File: src/rtl/vnts_div.sv
`default_nettype none
// Pipelined restoring divider, one quotient bit per stage.
module vnts_div #(
  parameter int unsigned DVW  = 28,
  parameter int unsigned DIMW = 13
) (
  input  wire logic            clk_i,
  input  wire logic            en_i,
  input  wire logic [DVW-1:0]  dividend_i,
  input  wire logic [DIMW-1:0] divisor_i,
  output logic      [DVW-1:0]  quotient_o
);

  logic [DIMW-1:0] rem_q [DVW];
  logic [DVW-1:0]  num_q [DVW];

  for (genvar k = 0; k < DVW; k++) begin : g_stage
    logic [DIMW-1:0] rem_in;
    logic [DVW-1:0]  num_in;
    logic [DIMW:0]   trial;
    logic [DIMW:0]   diff;
    logic            ge;

    if (k == 0) begin : g_first
      assign rem_in = '0;
      assign num_in = dividend_i;
    end else begin : g_next
      assign rem_in = rem_q[k-1];
      assign num_in = num_q[k-1];
    end

    assign trial = {rem_in, num_in[DVW-1]};
    assign ge    = trial >= {1'b0, divisor_i};
    assign diff  = trial - {1'b0, divisor_i};

    always_ff @(posedge clk_i) begin
      if (en_i) begin
        rem_q[k] <= ge ? diff[DIMW-1:0] : trial[DIMW-1:0];
        num_q[k] <= {num_in[DVW-2:0], ge};
      end
    end
  end

  assign quotient_o = num_q[DVW-1];

endmodule
`default_nettype wire

File: config.mk
export PLATFORM = sky130hd
export DESIGN_NAME = vnts_div
export DESIGN_NICKNAME = d
export VERILOG_FILES = /design/src/rtl/vnts_div.sv
export SDC_FILE = /design/constraint.sdc
export NUM_CORES = 2
export LEC_CHECK = 0
export ABC_AREA = 1
export BUFFER_PORTS_ARGS = -buffer_cell sky130_fd_sc_hd__buf_4
export CORE_AREA = 5 5 429 431
export CTS_BUF_LIST = sky130_fd_sc_hd__clkbuf_8
export DETAILED_ROUTE_END_ITERATION = 7
export DIE_AREA = 0 0 434 436
export GPL_TIMING_DRIVEN = 0
export HOLD_SLACK_MARGIN = 0.02
export SYNTH_ARGS = -nofsm -noshare
export SYNTH_HDL_FRONTEND = slang
export SYNTH_SLANG_ARGS = --single-unit
File: constraint.sdc
create_clock -name clk_i -period 2.5 [get_ports clk_i]
set_input_delay 0.5 -clock clk_i [delete_from_list [all_inputs] [get_ports clk_i]]
set_output_delay 0.5 -clock clk_i [all_outputs]
set_load 0.02 [all_outputs]
# Word-level counts from Yosys, hierarchy flattened
# Memory sizes are Yosys's and may differ from the RTL's.
# Cells that the tools add are included.
[word_totals]
ff_bits = 0
n_memories = 2
ramBits = 1148
out_inout_bits = 28
[memory_table]
columns = ["memory", "depth", "word_bits", "read_ports", "rd_ports_with_merged_regs", "wr", "line_no", "text"]
rows = [
  ["num_q", 28, 28, 28, 0, 28, "15", "logic [DVW-1:0] num_q [DVW];"],
  ["rem_q", 28, 13, 27, 0, 28, "14", "logic [DIMW-1:0] rem_q [DVW];"],
]
[op_classes]
mux = 30
order_cmp = 28
addsub = 28
[ops]
columns = ["operator", "n"]
rows = [
  ["$ge A14 B13 Y1", 27],
  ["$mux W13", 28],
  ["$sub A13 B13 Y13", 27],
  ["$ge A1 B13 Y1", 1],
  ["$sub A1 B13 Y13", 1],
  ["$mux W1", 2],
]

# Longest topological paths before layout
# An unclocked memory read counts as a cell.
[depth]
word_depth = 3
mapped_depth = 12

# Worst setup path before layout
# OpenSTA, ideal clock, no wires.
[synth_path]
path_type = "input to register"
startpoint = "input divisor_i[5]"
endpoint = "memory rem_q[4][7], in the netlist rem_q[0][59], data pin"
t_arrival_ns = 2.304
setup_time_ns = 0.253
path_buffers = 1
slack_ns = -0.056
cell_stages = 11
path_cell_list = "inv_1 > ha_1 > nand2_1 > inv_1 > nand2_1 > nand3_1 > nand2_2 > nand3_2 > buf_6 > nand2_2 > o21ai_2"
[synth_rtl]
columns = ["element", "line_no", "text"]
rows = [
  ["from (decl)", "10", "input wire logic [DIMW-1:0] divisor_i,"],
  ["to (decl)", "14", ""],
]

==> summary.md <==
| Metric | Value |
|---|---|
| Outcome | `complete, no violations` |
| Starting Density | `34.7%` |
| Area leader, netlist | `edfxtp_1` |
| Grt ovf | `0` |
| Crit path DAT | `approximately 3.2 ns` |
| Top_reg_cell synth | `edfxtp_1` |
| Clock buffer count from CTS | `just under 200` |
| Tot GR Track Use | `between 10 and 15%` |
| Largest net degree at the start of global routing | `between 150 and 200` |
| CP Data Required Time | `roughly 3.2 ns` |
| Register area share after synthesis | `54.6%` |
| H-tree Lvls | `4` |
| Leading cell types by count after synthesis | `nand2_1 (2,001), inv_1 (1,159), edfxtp_1 (1,135), ha_1 (353), nand3_1 (329)` |
| Share of the synthesized area in the top cell type | `between 50% and 60%` |
| Initial antenna violation count | `4` |
| Mapped Area | `0.0624 mm^2` |
| Crit path launch type | `primary input` |
| Final setup fails | `0` |
| Global placer's final weighted congestion | `0.868` |
| Hold Fails Final Rpt | `0` |
| R2R setup slack | `about 0.29 ns` |
| Vias in the first global route | `about 42,000` |
| Post-route minimum period | `approximately 2.5 ns` |
| Fraction of registers with async set/reset | `0%` |
| Yosys warnings | `0` |
| Power Density | `approximately 1100 mW/mm^2` |
| Static Leak | `around 33 nW` |
| DRC Markers | `0` |
| Final worst path period share | `a little under 100%` |
| Fmax achieved | `just over 400 MHz` |
| Avg Inst Size Synth | `between 9 and 10 um^2` |
| Max Fanout on Critical Path | `14` |
| # IOs | `71` |
| Fin Setup TNS | `0 ns` |
| Post-Synthesis Net Count | `about 6,800` |
| Root buffer cell | `clkbuf_8` |
| Post-Route Skew | `0.0588 ns` |
| # rows | `156` |
| CTS sink cnt | `~1,100` |
| Tightest Pin Transition | `~1 ns` |
| Final #Nets | `slightly above 7,000` |
| Rel. slew slack | `around 33%` |
| Mean number of vias per cell | `roughly 4.6` |
| Port Buffers | `70` |
| Die Y | `~440 um` |
| Chip width | `roughly 430 um` |
| Cells after Synth | `roughly 6,400` |
| Fillers | `17,600` |
| Worst skew pair latency | `around 0.97 ns` |
| CORE AREA | `around 0.18 mm^2` |
| Peak supply drop | `around 600 uV` |
| Post-route antenna net violation count | `0` |
| Utilization after layout | `39.4%` |
| Layout cells sized above 1 | `around an eighth` |
| CTS tree | `done` |
| Slew Limit Fails | `0` |
| DRT Pass-1 Iters | `5` |
| Post-synth cell types | `36` |
| Die footprint | `0.189 mm^2` |
| Unrepaired setup endpoints after global routing | `no` |
| WL/cell | `between 15 and 20 um` |
| Largest cells by area after synthesis | `edfxtp_1 (55%), nand2_1 (12%), ha_1 (7.1%)` |
| Max cap viols | `0` |
| HPWL Detailed | `about 94 mm` |
| Most frequent cell after synthesis | `nand2_1` |
| First-pass GRT wire length | `around 220 mm` |
| Via count | `~43,000` |
| CTS clk-pin slew, worst paths | `0.06 ns` |
| Area grow syn2layout | `13.6%` |
| EDFF count, synth | `~1,100` |
| Wirelength, routed | `roughly 140 mm` |
| Hold Crit Class | `in -> reg` |
| Setup crit end kind | `flop` |
| CP Class | `in -> reg` |
| Clock buffer depth | `3` |
| DRT iter0 DRCs | `3,050` |
| Synth Register Bits | `1,135` |
## worst max-delay path: stages
cell and delay, ns:
buf_4 0.18, clkinvlp_4 0.73, ha_1 0.65, nand2_1 0.10, inv_1 0.06, nand2_1 0.07, nand2_1 0.10, a21oi_4 0.28
nand3_2 0.14, buf_6 0.19, nand3_1 0.07, nand2_1 0.07
## routing by layer
metal | vias to the layer above | wire [um] | track usage, % | part of all wire, %
met5 | - | 13 | 0 | 0.0092
met4 | 2 | 4150 | 5.05 | 2.9
met3 | 268 | 7260 | 2.90 | 5.1
met2 | 940 | 65000 | 24.2 | 46
met1 | 19900 | 64600 | 19.9 | 46
li1 | 21900 | - | - | -
## layout make-up
cell class	instances	area (um^2)	share of cell area, %
diodes	3	7.51	0.0106
clock buffers	200	2750	3.88
multi-input cells	4014	23100	32.6
repair inverters	3	22.5	0.0318
clock inverters	163	1180	1.66
well taps	2370	2970	4.18
inverters	1194	4520	6.37
flip-flops and latches	1135	34100	48.1
repair buffers	129	1510	2.13
plain buffers	70	718	1.01
## power by group
part	total, W	switching [W]	internal, W	leakage (nW)
clock	0.0169	0.00795	0.00892	2.15
sequential	0.0286	0.00205	0.0266	11.1
combinational	0.0342	0.0218	0.0124	19.4
total	0.0797	0.0318	0.0479	32.6
## flip-flops by register name, indices dropped and copies added, names as in the netlist
register and flops:
rem_q 351, num_q 784
## layout by cell type, fill, tap and decap left out, drive strengths merged
master / netlist / layout
o211ai: 1 / 1
inv: 1193 / 1234
diode: 0 / 3
ha: 353 / 353
fa: 26 / 26
buf: 70 / 160
clkinv: 1 / 96
nor2: 292 / 292
nor3: 7 / 7
o21ai: 177 / 177
nor4: 3 / 3
clkbuf: 0 / 200
clkinvlp: 0 / 17
nand3: 454 / 454
dlygate4sd3: 0 / 34
xor2: 141 / 141
bufinv: 0 / 13
xnor2: 26 / 26
nand2b: 1 / 1
nand2: 2101 / 2101
bufbuf: 0 / 5
and2: 12 / 12
a21oi: 126 / 126
nand4: 294 / 294
edfxtp: 1135 / 1135
## logic make-up after synthesis
logic type | after synthesis | synth area share [%]
AO/OA/AOI/OAI | 304 | 3.22
XOR/XNOR | 167 | 2.34
adder cells (fa/ha/maj) | 379 | 7.91
buffers and inverters | 1264 | 8.33
flip-flops | 1135 | 54.6
AND/OR/NAND/NOR | 3164 | 23.6
## final timing paths
path	start	to	cells past startpoint
worst min-delay path	en_i	num_q[1][24]$_DFFE_PP_	2
worst max-delay path	divisor_i[8]	rem_q[0][75]$_DFFE_PP_	12
worst min register to register	num_q[1][267]$_DFFE_PP_	num_q[1][296]$_DFFE_PP_	0
worst max register to register	rem_q[0][35]$_DFFE_PP_	rem_q[0][47]$_DFFE_PP_	10
## repair_timing
| action | 4_1_cts | 5_1_grt |
|---|---|---|
| buffers inserted | 0 | 2 |
| setup endpoints to repair | 711 | 79 |
| endpoints found under the hold margin | 137 | 0 |
| cloned | 9 | 0 |
| pin swaps | 0 | 0 |
| hold buffers | 35 | 0 |
| gates resized for setup | 5 | 4 |
## metrics by stage
| stage | power [W] | area (um^2) | setup WS [ns] | hold slack, ns | cells |
|---|---|---|---|---|---|
| after global placement | 0.0627 | 65900 | -9.48 | 0.400 | 8853 |
| final | 0.0797 | 70900 | 0.0175 | 0.182 | 9281 |
| after floorplan | 0.0546 | 62400 | 0.0167 | 0.400 | 6413 |
| after global routing | 0.0866 | 70900 | 0.00189 | 0.105 | 9281 |
| after CTS | 0.0806 | 70800 | 0.0617 | 0.0328 | 9276 |
| after detailed placement | 0.0629 | 66300 | -2.40 | 0.405 | 8869 |
No activity file was read; power rests on OpenSTA's default activity.
